===== src/hw/rtl/jdd_pkg.sv =====
`default_nettype none
// ----------------------------------------------------------------------------
// jdd_pkg
// Shared types, constants and tables for the joystick to differential drive
// pipeline.
// ----------------------------------------------------------------------------
package jdd_pkg;

  localparam int ADC_FULL_SCALE = 4095;
  localparam int SEND_LIMIT     = 99;
  localparam int DUTY_FULL      = 25600;
  localparam int DUTY_W         = 16;
  localparam int MAG_W          = 15;

  // 100 percent in Q8, squared, is 625 << 20.
  localparam int SQRT_SCALE     = 625;
  localparam int SQRT_SHIFT     = 20;
  localparam int SUMSQ_W        = 25;
  localparam int SCALED_W       = 35;
  localparam int ROOT_W         = 28;
  localparam int RAD_W          = 2 * ROOT_W;
  localparam int REM_W          = ROOT_W + 4;
  localparam int SQRT_LAT       = ROOT_W;

  localparam int DIVIDEND_W     = 28;
  localparam int DIVISOR_W      = 13;
  localparam int QUOT_BITS      = 16;
  localparam int DIV_LAT        = QUOT_BITS + 1;

  localparam int CORDIC_STEPS   = 16;
  localparam int CORDIC_W       = 32;
  localparam int ANGLE_W        = 18;
  localparam int RATIO_W        = 17;
  localparam int RATIO_ONE      = 65536;
  localparam int CORDIC_LAT     = CORDIC_STEPS + 1;

  typedef enum logic [1:0] {
    CFG_X_CENTER    = 2'd0,
    CFG_Y_CENTER    = 2'd1,
    CFG_DEAD_RADIUS = 2'd2,
    CFG_BACK_RADIUS = 2'd3
  } cfg_idx_e;

  // Sideband that travels beside the arithmetic units.
  typedef struct packed {
    logic                  valid;
    logic                  fwd;
    logic                  back_band;
    logic                  dead;
    logic                  xge;
    logic [11:0]           dx;
    logic [11:0]           dy;
    logic                  back_neg;
    logic [DIVIDEND_W-1:0] back_num;
    logic [DIVISOR_W-1:0]  back_den;
  } side_t;

  // Arctangent of 2^-i in quarter turns, Q16.
  function automatic logic [15:0] cordic_angle(input int i);
    logic [15:0] a;
    case (i)
      0:       a = 16'd32768;
      1:       a = 16'd19344;
      2:       a = 16'd10221;
      3:       a = 16'd5188;
      4:       a = 16'd2604;
      5:       a = 16'd1303;
      6:       a = 16'd652;
      7:       a = 16'd326;
      8:       a = 16'd163;
      9:       a = 16'd81;
      10:      a = 16'd41;
      11:      a = 16'd20;
      12:      a = 16'd10;
      13:      a = 16'd5;
      14:      a = 16'd3;
      15:      a = 16'd1;
      default: a = 16'd0;
    endcase
    return a;
  endfunction

endpackage
`default_nettype wire


===== src/hw/rtl/jdd_div.sv =====
`default_nettype none
// ----------------------------------------------------------------------------
// jdd_div
// Pipelined restoring divider whose quotient saturates at full duty.
// ----------------------------------------------------------------------------
module jdd_div
  import jdd_pkg::*;
(
  input  wire logic                  clk,
  input  wire logic                  en,
  input  wire logic [DIVIDEND_W-1:0] dividend,
  input  wire logic [DIVISOR_W-1:0]  divisor,
  output logic      [MAG_W-1:0]      quot
);

  localparam int CMP_W = DIVISOR_W + QUOT_BITS;

  logic [DIVIDEND_W-1:0] rem_r  [0:QUOT_BITS];
  logic [DIVISOR_W-1:0]  den_r  [0:QUOT_BITS];
  logic [QUOT_BITS-1:0]  q_r    [0:QUOT_BITS];
  logic                  sat_r  [0:QUOT_BITS];
  logic                  zero_r [0:QUOT_BITS];

  // The quotient cannot exceed its 16 bits unless the dividend reaches
  // the divisor shifted by 16; a zero divisor lands here as well.
  always_ff @(posedge clk) begin
    if (en) begin
      rem_r[0]  <= dividend;
      den_r[0]  <= divisor;
      q_r[0]    <= '0;
      zero_r[0] <= (dividend == '0);
      sat_r[0]  <= (CMP_W'(dividend) >= {divisor, {QUOT_BITS{1'b0}}});
    end
  end

  for (genvar k = 1; k <= QUOT_BITS; k++) begin : g_bit
    localparam int B = QUOT_BITS - k;
    logic [CMP_W-1:0]      shifted;
    logic                  take;
    logic [DIVIDEND_W-1:0] rem_nxt;

    always_comb begin
      shifted = CMP_W'(den_r[k-1]) << B;
      take    = CMP_W'(rem_r[k-1]) >= shifted;
      rem_nxt = take ? rem_r[k-1] - DIVIDEND_W'(shifted) : rem_r[k-1];
    end

    always_ff @(posedge clk) begin
      if (en) begin
        rem_r[k]  <= rem_nxt;
        den_r[k]  <= den_r[k-1];
        q_r[k]    <= q_r[k-1] | (QUOT_BITS'(take) << B);
        sat_r[k]  <= sat_r[k-1];
        zero_r[k] <= zero_r[k-1];
      end
    end
  end

  always_comb begin
    if (zero_r[QUOT_BITS]) begin
      quot = '0;
    end else if (sat_r[QUOT_BITS] || (q_r[QUOT_BITS] > QUOT_BITS'(DUTY_FULL))) begin
      quot = MAG_W'(DUTY_FULL);
    end else begin
      quot = q_r[QUOT_BITS][MAG_W-1:0];
    end
  end

endmodule
`default_nettype wire


===== config.mk =====
export PLATFORM = sky130hd
export DESIGN_NAME = jdd_div
export DESIGN_NICKNAME = d
export VERILOG_FILES = /design/src/hw/rtl/jdd_pkg.sv /design/src/hw/rtl/jdd_div.sv
export SDC_FILE = /design/constraint.sdc
export NUM_CORES = 1
export LEC_CHECK = 0
export BUFFER_PORTS_ARGS = -buffer_cell sky130_fd_sc_hd__buf_2
export CORE_ASPECT_RATIO = 0.9
export CORE_UTILIZATION = 35
export DETAILED_ROUTE_END_ITERATION = 7
export PLACE_DENSITY_LB_ADDON = 0.3
export SYNTH_ARGS = -nofsm -noshare
export SYNTH_HDL_FRONTEND = slang
export SYNTH_SLANG_ARGS = --single-unit

===== constraint.sdc =====
create_clock -name clk -period 8.8 [get_ports clk]
set_input_delay 1.76 -clock clk [delete_from_list [all_inputs] [get_ports clk]]
set_output_delay 1.76 -clock clk [all_outputs]
set_load 0.05 [all_outputs]

# Yosys cells after proc, flatten, opt, wreduce, memory -nomap -nowiden
# Memories as Yosys holds them, arrays and structs flattened.
# Cells that the tools add are included.
# word_totals
ramBits	1003
elab_cells	77
output_inout_bits	15
n_memories	5
regBits	0
inputBits	43
# op_classes
mux	20
n_reduce_logical	2
bitwise	16
magnitude_cmp	18
addsub	16
# mem_list
name	depth	width	read_ports	rd_clocked_by_memory_dff	write_ports	line	rtl
rem_r	17	28	16	0	17	jdd_div.sv:18	logic [DIVIDEND_W-1:0] rem_r [0:QUOT_BITS];
q_r	17	16	17	0	17	jdd_div.sv:20	logic [QUOT_BITS-1:0] q_r [0:QUOT_BITS];
den_r	17	13	16	0	17	jdd_div.sv:19	logic [DIVISOR_W-1:0] den_r [0:QUOT_BITS];
sat_r	17	1	17	0	17	jdd_div.sv:21	logic sat_r [0:QUOT_BITS];
zero_r	17	1	17	0	17	jdd_div.sv:22	logic zero_r [0:QUOT_BITS];
# op_table
operator	n
$mux W28	16
$mux W15	2
$ge A28 B29 Y1	1
$ge A28 B13 Y1	1
$ge A28 B14 Y1	1
$ge A28 B15 Y1	1
$ge A28 B16 Y1	1
$ge A28 B17 Y1	1
$ge A28 B18 Y1	1
$ge A28 B19 Y1	1
$ge A28 B20 Y1	1
$ge A28 B21 Y1	1
$ge A28 B22 Y1	1
$ge A28 B23 Y1	1
$ge A28 B24 Y1	1
$ge A28 B25 Y1	1
$ge A28 B26 Y1	1
$ge A28 B27 Y1	1
$ge A28 B28 Y1	1
$logic_not A28 Y1	1
$sub A28 B13 Y28	1
$sub A28 B14 Y28	1
$sub A28 B15 Y28	1
$sub A28 B16 Y28	1
other kinds (31)	32

# Depth between registers and ports, before layout
# An unclocked memory read counts as a cell.
# depth
word_depth	5
mapped_depth	13
depth_no_buf	12

# Worst setup path before layout
# OpenSTA, ideal clock, no wires.
# synth_path
path_kind	reg-to-output
from	mem q_r[16][6], in the netlist q_r[1][6]
to	out quot[11]
t_arrival_ps	2166
stages_incl_launch_ff	7
required_ps	7040
setup_slack_ps	4874
path_buffers	1
path_cell_list	edfxtp_1 > or4_1 > o41ai_1 > a21oi_1 > nor4_1 > clkbuf_1 > and2_1
# synth_rtl
item	line	rtl
start: declaration	jdd_div.sv:20	
end: declaration	jdd_div.sv:13	output logic [MAG_W-1:0] quot

==> reports/results.ini <==
[outcome]
status = finished clean

[final_layout]
diodes = 0
drive_above_1_share_pct = 8.14
area_delta_synth_final_pct = 12.0
final_core_util_pct = 39.6
final_cell_area_mm2 = 0.0450
fillCellCount = 10700
finalNetCount = 3554

[floorplanning]
pin_count = 58
start_util_pct = 35.4
die_area_mm2 = 0.116
core_area_mm2 = 0.114
rows = 117
dieWidth_um = 359
die_h_um = 324

[worst_hold_path]
hold_path_class = reg2reg
hp-start = q_r[0][201]
hold_depth = 0
min_to = q_r[0][217]

[detailed_routing]
post-route-drc-count = 0
avgViaCountPerCell = 4.94
dr.pass1.iters = 7
num_vias = 23900
drt_iter0_markers = 1522
antenna_left = 0
wire_per_inst_um = 15.5
routed_wl_um = 75000

[synth]
synth.cell_area_mm2 = 0.0402
ys_types = 89
synth_area_leaders = edfxtp_1, ha_1, inv_1
synthCells = 3166
synthTopCellsByCount = edfxtp_1, inv_1, ha_1
synth.yosys.seq_area_share_pct = 61.7
synth_nets = 3444
yosysTopAreaCell = edfxtp_1
syn_area_per_cell_um2 = 12.7
synth_top_area_share_pct = 61.7
ys_warn_count = 0
ys_ff_latch = 826
synthArstFlopShare_pct = 0
synth_flop_cell = edfxtp_1
synth_most_common_cell = edfxtp_1
synth-edff-count = 826

[global_routing]
grt-ovfl-total = 0
antenna_found_initial = 0
grt_max_degree = 184
grt_pass1_wl_um = 122000
grt_pass1_vias = 24000
grtUsageTotal_pct = 12.9

[setup_path]
cp_top_family = simple AND/OR/NAND/NOR gates
reg2reg_to = rem_r[0][185]
end_kind = primary output
cpPeakStageDelay_ps = 800
path_max_fanout = 12
cp.arrival_ps = 3760
worstPathRequired_ps = 7040
cp_num_buf_inv = 1
reg2reg_slack_ps = 5000
path_class = reg2out
timing.rr.start = rem_r[0][160]
crit_chain = or4_1, o41ai_1, a21oi_1, nor4_2, and2_1, buf_2
cp-start-kind = flip-flop
worst_path_max_delay_cell = nor4_2
reg2reg_depth = 8

[timing]
drv_slew = 0
tns_ps = 0
layout_setup_ws_ps = 3280
worst_pin_slew_ps = 1070
finalClockSkew_ps = 18.9
rsz0062_at_grt = false
hold_ws_ps = 411
max_freq_ghz = 0.181
maxSlewHeadroom_pct = 28.9
fin_crit_ps = 5520
setup_violations = 0
post-route-period-util_pct = 62.8
hold_viol = 0

[place]
placed_cell_area_mm2 = 0.0424
place_ws_ps = 3610
gp_congestion = 0.904
port_buffers = 57
hpwlAfterDp_um = 54500

[clock_network]
numCtsBuffers = 82
h-tree-depth = 3
clock_latency_ps = 650
cts_setup_buffers = 0
ctsResizeCount = 0
clk_pin_slew_ps = 60
clock_path_buffers = 3
cts_root_buffer = clkbuf_16
cts.sinks = 826
ctsHoldBuffers = 0
tritoncts = yes

[job]
cap_violations = 0

[pwr]
peakVddDrop_v = 0.000142
p_leak_uw = 0.0166
power.density_mw_per_mm2 = 286

-- area by class of cell --
type / count / area, um2 / share of cell area [%]
clock inverters: 46 / 541 / 1.20
clock buffers: 104 / 2130 / 4.74
repair buffers: 75 / 480 / 1.07
flip-flops and latches: 826 / 24800 / 55.1
inverters: 283 / 1060 / 2.36
multi-input cells: 2008 / 14200 / 31.4
well taps: 1487 / 1860 / 4.13
-- worst max path at each step --
stage / from / endpoint / slack, ps / cells past startpoint
detailed placement: q_r[1][8] / quot[9] / 3610 / 6
CTS: q_r[1][8] / quot[9] / 2890 / 6
global placement: q_r[1][8] / quot[9] / 3610 / 6
finish: q_r[1][8] / quot[9] / 3280 / 6
global route: q_r[1][8] / quot[9] / 2920 / 6
floorplan: q_r[1][6] / quot[11] / 4870 / 6
-- logic make-up after synthesis --
logic type	Yosys count	synth area share, %
AND/OR/NAND/NOR	847	10.8
flip-flops	826	61.7
AO/OA/AOI/OAI	633	9.96
buffers and inverters	332	3.20
adder cells (fa/ha/maj)	235	7.59
XOR/XNOR	224	4.88
multiplexers	69	1.91
-- routing by layer --
metal	wire length, um	part of all wire [%]	track usage, %
met1	31600	42	14.6
met2	38400	51	24.1
met3	2230	3.0	2.20
met4	2760	3.7	5.19
met5	0	0	0
-- report_power, final --
group	switching, uW	internal, uW	leakage, uW	total (uW)
combinational	2040	1630	0.00735	3660
sequential	437	5290	0.00795	5730
clock	1480	2030	0.00129	3510
total	3950	8940	0.0166	12900
-- per-stage QoR --
step	instances	power [uW]
after detailed placement	4679	9450
after CTS	4829	13000
after global placement	4679	9400
after floorplan	3166	8500
final	4829	12900
after global routing	4829	13700
-- state kept, by name (all words and copies together), names as in the netlist --
register	cells
rem_r	448
den_r	208
q_r	136
zero_r	17
sat_r	17
-- placed cells by master (no fill, tap or decap), types with 14 or more instances in the layout --
cell type	count
edfxtp_1	826
inv_1	283
ha_1	220
nand2_1	214
nor2_1	189
a21oi_1	181
o21ai_0	166
xnor2_1	119
xor2_1	105
clkbuf_16	82
nand3_1	64
nor4_1	59
mux2_2	57
buf_2	56
nor3_1	53
a21o_1	45
o21a_1	41
nor2b_1	39
nand2b_1	36
nand4_1	35
a211oi_1	30
or3_1	26
and2_1	23
clkbuf_1	22
a31oi_1	21
clkinv_1	21
nor4b_1	19
or4_1	19
o31ai_1	18
o211ai_1	18
fa_1	15
o31a_1	14
buf_4	14
(Power assumes the default switching activity.)
