<file path="src/hw/rtl/jdd_pkg.sv">
`default_nettype none
// ----------------------------------------------------------------------------
// jdd_pkg
// Shared types, constants and tables for the joystick to differential drive
// pipeline.
// ----------------------------------------------------------------------------
package jdd_pkg;

  localparam int ADC_FULL_SCALE = 4095;
  localparam int SEND_LIMIT     = 99;
  localparam int DUTY_FULL      = 25600;
  localparam int DUTY_W         = 16;
  localparam int MAG_W          = 15;

  // 100 percent in Q8, squared, is 625 << 20.
  localparam int SQRT_SCALE     = 625;
  localparam int SQRT_SHIFT     = 20;
  localparam int SUMSQ_W        = 25;
  localparam int SCALED_W       = 35;
  localparam int ROOT_W         = 28;
  localparam int RAD_W          = 2 * ROOT_W;
  localparam int REM_W          = ROOT_W + 4;
  localparam int SQRT_LAT       = ROOT_W;

  localparam int DIVIDEND_W     = 28;
  localparam int DIVISOR_W      = 13;
  localparam int QUOT_BITS      = 16;
  localparam int DIV_LAT        = QUOT_BITS + 1;

  localparam int CORDIC_STEPS   = 16;
  localparam int CORDIC_W       = 32;
  localparam int ANGLE_W        = 18;
  localparam int RATIO_W        = 17;
  localparam int RATIO_ONE      = 65536;
  localparam int CORDIC_LAT     = CORDIC_STEPS + 1;

  typedef enum logic [1:0] {
    CFG_X_CENTER    = 2'd0,
    CFG_Y_CENTER    = 2'd1,
    CFG_DEAD_RADIUS = 2'd2,
    CFG_BACK_RADIUS = 2'd3
  } cfg_idx_e;

  // Sideband that travels beside the arithmetic units.
  typedef struct packed {
    logic                  valid;
    logic                  fwd;
    logic                  back_band;
    logic                  dead;
    logic                  xge;
    logic [11:0]           dx;
    logic [11:0]           dy;
    logic                  back_neg;
    logic [DIVIDEND_W-1:0] back_num;
    logic [DIVISOR_W-1:0]  back_den;
  } side_t;

  // Arctangent of 2^-i in quarter turns, Q16.
  function automatic logic [15:0] cordic_angle(input int i);
    logic [15:0] a;
    case (i)
      0:       a = 16'd32768;
      1:       a = 16'd19344;
      2:       a = 16'd10221;
      3:       a = 16'd5188;
      4:       a = 16'd2604;
      5:       a = 16'd1303;
      6:       a = 16'd652;
      7:       a = 16'd326;
      8:       a = 16'd163;
      9:       a = 16'd81;
      10:      a = 16'd41;
      11:      a = 16'd20;
      12:      a = 16'd10;
      13:      a = 16'd5;
      14:      a = 16'd3;
      15:      a = 16'd1;
      default: a = 16'd0;
    endcase
    return a;
  endfunction

endpackage
`default_nettype wire

</file>
<file path="src/hw/rtl/jdd_cordic.sv">
`default_nettype none
// ----------------------------------------------------------------------------
// jdd_cordic
// Pipelined vectoring CORDIC giving atan(dy/dx) as a fraction of a quarter
// turn in Q16.
// ----------------------------------------------------------------------------
module jdd_cordic
  import jdd_pkg::*;
(
  input  wire logic               clk,
  input  wire logic               en,
  input  wire logic [11:0]        dx,
  input  wire logic [11:0]        dy,
  output logic      [RATIO_W-1:0] ratio
);

  logic signed [CORDIC_W-1:0] cx_r  [0:CORDIC_STEPS-1];
  logic signed [CORDIC_W-1:0] cy_r  [0:CORDIC_STEPS-1];
  logic signed [ANGLE_W-1:0]  z_r   [0:CORDIC_STEPS-1];
  logic                       dxz_r [0:CORDIC_STEPS-1];
  logic                       dyz_r [0:CORDIC_STEPS-1];
  logic        [RATIO_W-1:0]  ratio_r;

  for (genvar i = 0; i < CORDIC_STEPS; i++) begin : g_iter
    logic signed [CORDIC_W-1:0] cx_i, cy_i, cx_nxt, cy_nxt;
    logic signed [ANGLE_W-1:0]  z_i, z_nxt, ang;
    logic                       dxz_i, dyz_i;

    if (i == 0) begin : g_first
      assign cx_i  = $signed({4'b0, dx, 16'b0});
      assign cy_i  = $signed({4'b0, dy, 16'b0});
      assign z_i   = '0;
      assign dxz_i = (dx == '0);
      assign dyz_i = (dy == '0);
    end else begin : g_rest
      assign cx_i  = cx_r[i-1];
      assign cy_i  = cy_r[i-1];
      assign z_i   = z_r[i-1];
      assign dxz_i = dxz_r[i-1];
      assign dyz_i = dyz_r[i-1];
    end

    assign ang = $signed({2'b00, cordic_angle(i)});

    always_comb begin
      if (cy_i > 0) begin
        cx_nxt = cx_i + (cy_i >>> i);
        cy_nxt = cy_i - (cx_i >>> i);
        z_nxt  = z_i + ang;
      end else begin
        cx_nxt = cx_i - (cy_i >>> i);
        cy_nxt = cy_i + (cx_i >>> i);
        z_nxt  = z_i - ang;
      end
    end

    always_ff @(posedge clk) begin
      if (en) begin
        cx_r[i]  <= cx_nxt;
        cy_r[i]  <= cy_nxt;
        z_r[i]   <= z_nxt;
        dxz_r[i] <= dxz_i;
        dyz_r[i] <= dyz_i;
      end
    end
  end

  logic signed [ANGLE_W-1:0] z_end;
  logic        [RATIO_W-1:0] ratio_nxt;
  assign z_end = z_r[CORDIC_STEPS-1];

  // A vertical stick is a full quarter turn and a horizontal one is none.
  always_comb begin
    if (dxz_r[CORDIC_STEPS-1]) begin
      ratio_nxt = RATIO_W'(RATIO_ONE);
    end else if (dyz_r[CORDIC_STEPS-1] || (z_end < 0)) begin
      ratio_nxt = '0;
    end else if (z_end > ANGLE_W'(RATIO_ONE)) begin
      ratio_nxt = RATIO_W'(RATIO_ONE);
    end else begin
      ratio_nxt = z_end[RATIO_W-1:0];
    end
  end

  always_ff @(posedge clk) begin
    if (en) begin
      ratio_r <= ratio_nxt;
    end
  end

  assign ratio = ratio_r;

endmodule
`default_nettype wire

</file>
<file path="config.mk">
export PLATFORM = sky130hd
export DESIGN_NAME = jdd_cordic
export DESIGN_NICKNAME = d
export VERILOG_FILES = /design/src/hw/rtl/jdd_pkg.sv /design/src/hw/rtl/jdd_cordic.sv
export SDC_FILE = /design/constraint.sdc
export NUM_CORES = 2
export LEC_CHECK = 0
export BUFFER_PORTS_ARGS = -buffer_cell sky130_fd_sc_hd__buf_4
export CORE_ASPECT_RATIO = 0.7
export CORE_UTILIZATION = 52
export CTS_BUF_LIST = sky130_fd_sc_hd__clkbuf_8 sky130_fd_sc_hd__clkbuf_16
export CTS_CLUSTER_DIAMETER = 40
export DETAILED_ROUTE_END_ITERATION = 16
export HOLD_SLACK_MARGIN = 0.02
export PLACE_DENSITY = 0.66
export REMOVE_ABC_BUFFERS = 1
export SKIP_LAST_GASP = 1
export SLEW_MARGIN = 20
export SYNTH_ARGS = -nofsm -noshare
export SYNTH_HDL_FRONTEND = slang
export SYNTH_SLANG_ARGS = --single-unit
</file>
<file path="constraint.sdc">
create_clock -name clk -period 6.9 [get_ports clk]
set_input_delay 0 -clock clk [delete_from_list [all_inputs] [get_ports clk]]
set_output_delay 0 -clock clk [all_outputs]
set_load 0.005 [all_outputs]
</file>
; ---- Word level (Yosys, flattened, before mapping)
; Memory sizes are Yosys's and may differ from the RTL's.
; Index checks and enable logic that the tools add are counted.
[word_totals]
ff_bits = 17
ram_bits = 1344
inputBits = 26
out_inout_bits = 17
word_cells = 174
mem_count = 5
[classes]
add_sub_neg = 93
magnitude_cmp = 18
muxes = 52
n_reduce_logical = 4
[mem_list]
columns = memory, depth, word_bits, rd, rd_clocked_by_memory_dff, wr, line
row1 = cx_r, 16, 32, 15, 0, 16, jdd_cordic.sv:17  ; logic signed [CORDIC_W-1:0] cx_r [0:CORDIC_STEPS-1];
row2 = cy_r, 16, 32, 15, 0, 16, jdd_cordic.sv:18  ; logic signed [CORDIC_W-1:0] cy_r [0:CORDIC_STEPS-1];
row3 = z_r, 16, 18, 16, 0, 16, jdd_cordic.sv:19  ; logic signed [ANGLE_W-1:0] z_r [0:CORDIC_STEPS-1];
row4 = dxz_r, 16, 1, 16, 0, 16, jdd_cordic.sv:20  ; logic dxz_r [0:CORDIC_STEPS-1];
row5 = dyz_r, 16, 1, 16, 0, 16, jdd_cordic.sv:21  ; logic dyz_r [0:CORDIC_STEPS-1];
[op_table]
columns = op, count
row1 = 32-bit 2-to-1 mux, 32
row2 = "32-bit by 1-bit greater-than comparator with 1-bit output, second input constant", 15
row3 = 18-bit 2-to-1 mux, 16
row4 = 32-bit by 17-bit adder with 32-bit output, 2
row5 = 32-bit by 18-bit adder with 32-bit output, 2
row6 = 32-bit by 19-bit adder with 32-bit output, 2
row7 = 32-bit by 20-bit adder with 32-bit output, 2
row8 = 32-bit by 21-bit adder with 32-bit output, 2
row9 = 32-bit by 22-bit adder with 32-bit output, 2
row10 = 32-bit by 23-bit adder with 32-bit output, 2
row11 = 32-bit by 24-bit adder with 32-bit output, 2
row12 = 32-bit by 25-bit adder with 32-bit output, 2
row13 = 32-bit by 26-bit adder with 32-bit output, 2
row14 = 32-bit by 27-bit adder with 32-bit output, 2
row15 = 32-bit by 28-bit adder with 32-bit output, 2
row16 = 32-bit by 29-bit adder with 32-bit output, 2
row17 = 32-bit by 30-bit adder with 32-bit output, 2
row18 = 32-bit by 31-bit adder with 32-bit output, 2
row19 = 32-bit by 17-bit subtractor with 32-bit output, 2
row20 = 32-bit by 18-bit subtractor with 32-bit output, 2
row21 = 32-bit by 19-bit subtractor with 32-bit output, 2
row22 = 32-bit by 20-bit subtractor with 32-bit output, 2
row23 = 32-bit by 21-bit subtractor with 32-bit output, 2
row24 = 32-bit by 22-bit subtractor with 32-bit output, 2
row25 = other kinds (49), 62

; ---- Depth between registers and ports, before layout
; An unclocked memory read counts as a cell.
[depth]
word_depth = 4
depth_mapped = 26
depth_no_buf = 25

; ---- Least setup slack after synthesis
; OpenSTA, ideal clock, no wires.
[synth_timing]
path_type = register to register
start = memory cy_r[9][14], in the netlist cy_r[1][46]
end = memory cy_r[10][30], in the netlist cy_r[1][94] (data pin)
setup_time_ps = 258
arrival_time_ps = 6057
required_ps = 6642
slack_ps = 586
path_stages_with_launch = 24
n_path_buf = 1
period_less_slack_ps = 6314
cell_sequence = edfxtp_1 > or4_1 > nor4_2 > nand2_1 > nor4_1 > nand4_1 > nor2b_1 > inv_1 > buf_1 > nor2_1 > xor2_1 > ha_1 > nor2b_1 > o31a_1 > o41a_1 > o2111ai_1 > a21boi_0 > o31a_1 > o31a_1 > o2111ai_1 > a21boi_0 > a21bo_2 > a21oi_1 > xnor2_1
[synth_lines]
columns = element, line
row1 = from (decl), jdd_cordic.sv:18

==> metrics.md <==
| Metric | Value |
|---|---|
| Status | completed |
| Pre-Repair DR Iteration Count | 6 |
| Worst hold path class | input port to flop |
| Share of post-route cells with drive strength above 1 | 5.888% |
| Layout area overhead | 11.06% |
| Die Wd | 488.8 um |
| Initial drt markers | 7,026 |
| Inserted Clock Buffers | 151 |
| CTS tree | yes |
| Synth warn | 0 |
| Cell area after synthesis | 86,250 um^2 |
| Synth area leaders | edfxtp_1, ha_1, xnor2_1 |
| GRT Total Usage | 28.67% |
| Synth Register Bits | 1,069 |
| WHS | 0.2380 ns |
| Top-count cell post-synth | edfxtp_1 |
| Clock tree buffer depth | 3 |
| Die H | 342.7 um |
| RePlAce Congestion | 0.9672 |
| Die area | 167,500 um^2 |
| Fmax | 155.1 MHz |
| Detailed-route wire length per cell | 21.25 um |
| Data arrival time of the worst path | 6.98 ns |
| Worst Setup End Kind | flop |
| Top cells by count, synth | edfxtp_1, ha_1, xnor2_1 |
| Total Nets Final | 10,160 |
| Synth top area share | 37.22% |
| Setup bufs post-CTS | 0 |
| Final setup viols | 0 |
| Pin count of the biggest net entering global routing | 170 |
| First-pass GRT wire length | 372,100 um |
| Hpwl dp | 193,600 um |
| CTS clk-pin slew, worst paths | 0.06 ns |
| Port Buffer Count | 41 |
| Starting Density | 52.59% |
| Post-synth EDFFs | 1,069 |
| Sink Count | 1,069 |
| Worst endpoint required time | 7.44 ns |
| Post-synthesis sequential area ratio | 37.22% |
| Via-per-instance ratio | 5.969 |
| Maximum capacitance violations | 0 |
| Slew margin rel. | 24.96% |
| Final Cycle Share | 93.43% |
| Post-synth cell types | 93 |
| Fill cell count | 14,090 |
| Final ANT Viol Nets | 0 |
| Vias in the first global route | 63,890 |
| Most used DFF post-synth | edfxtp_1 |
| Worst-margin pin slew | 1.118 ns |
| Cells after Synth | 8,853 |
| Worst skew pair latency | 0.82 ns |
| Hold Fails Final Rpt | 0 |
| Grt total ovfl | 0 |
| Worst Skew | 0.03572 ns |
| Register area | 32,100 um^2 |
| Layout Cells excl Fill | 11,450 |
| Drt total wl | 243,300 um |
| Avg Cell Area, Syn | 9.742 um^2 |
| Leading area contributor after synthesis | edfxtp_1 |
| Initial antenna violation count | 11 |
| Core area | 164,000 um^2 |
| H-Tree Depth | 4 |
| Multi-input gate area | 52,110 um^2 |
| FFs w/ async S/R, synth | 0% |
| Startpoint types | flop |
| FP Rows | 124 |
| CTS Root Cell | clkbuf_16 |
| Worst-path maximum fanout | 13 |
| Remaining DRCs | 0 |
| Placed Instances | 11,110 |
| Slew Viols, Final | 0 |
| Tmin final | 6.447 ns |
| Setup Crit Path Kind | flop to flop |
| Io pins | 43 |
| Via count | 68,320 |
## placed cells by master (no fill, tap or decap), types with 100 or more instances in the layout
cell / instances
o21a_1: 119
o21ai_0: 509
o31ai_1: 100
clkbuf_16: 151
xnor2_1: 934
ha_1: 987
nor2b_1: 126
nor3_1: 225
nand2_1: 512
inv_1: 453
nand3_1: 147
o21bai_1: 140
buf_4: 171
nand2b_1: 129
a21oi_1: 756
edfxtp_1: 1069
xor2_1: 409
a21o_1: 310
nor2_1: 761
## state kept, by name (all words and copies together), names as in the netlist
register and cells:
cx_r 371, z_r 240, cy_r 411, ratio 16, dxz_r 16, dyz_r 15
## logic make-up after synthesis
kind of cell	share of synthesized area, %
simple gates	13.34
mux	0.3278
compound gates	17.79
xor+xnor	13.64
flops	37.22
fa+ha+maj	15.19
buf+inv	2.488
other cells	0.004348
## final timing paths
check	cells after the start	startpoint	to	slack, ns
worst max-delay path	23	cy_r[1][11]	cy_r[1][63]	0.45
worst max register to register	23	cy_r[1][11]	cy_r[1][63]	0.45
worst min-delay path	2	en	cx_r[0][26]	0.24
worst min register to register	0	dyz_r[1][1]	dyz_r[1][2]	0.42
## through the flow
step | setup TNS (ns) | cell area, um^2 | setup WS (ns) | utilization, %
after CTS | 0 | 95720 | 0.1686 | 58.37
final | 0 | 95790 | 0.4531 | 58.41
after global routing | -0.009439 | 95780 | -0.009439 | 58.40
after detailed placement | 0 | 90020 | 0.2305 | 54.89
after global placement | 0 | 90020 | 0.5361 | 54.89
after floorplan | 0 | 85770 | 0.08151 | -
## critical path, stage by stage, from the launching register on
cell and delay [ns]:
edfxtp_1 0.49, nor4_1 0.39, nand2_1 0.17, or4_1 0.54, or2_1 0.34, nor2_1 0.28
nand4_1 0.28, nor2b_2 0.34, buf_4 0.22, o31ai_1 0.10, xnor2_1 0.11, ha_1 0.34
o21a_1 0.15, o21ai_0 0.12, a311oi_2 0.37, o31a_1 0.26, nand2_1 0.12, o21ai_0 0.37
a211oi_2 0.16, o21ai_0 0.32, a31oi_1 0.22, o2111ai_1 0.23, a21oi_1 0.10, xnor2_1 0.13
## metal layers
metal,track usage [%],wire length [um]
met1,44.90,121100
met5,0,0
met2,38.90,94580
met3,7.302,23410
met4,6.138,4228
## area by class of cell
| type | instances | share of cell area, % |
|---|---|---|
| clock buffers | 151 | 3.945 |
| repair buffers | 230 | 2.035 |
| clock inverters | 128 | 1.479 |
| multi-input cells | 7216 | 54.40 |
| diodes | 3 | 0.007837 |
| flip-flops and latches | 1069 | 33.51 |
| well taps | 2205 | 2.880 |
| inverters | 445 | 1.744 |
## what timing repair did
item | CTS | global route
resized for setup | 0 | 12
endpoints found under the setup margin | 0 | 21
hold buffers | 51 | 0
endpoints found under the hold margin | 192 | 0
Power is not shown: default switching activity piles up to over one toggle a cycle in this logic, so the estimate is an artifact.
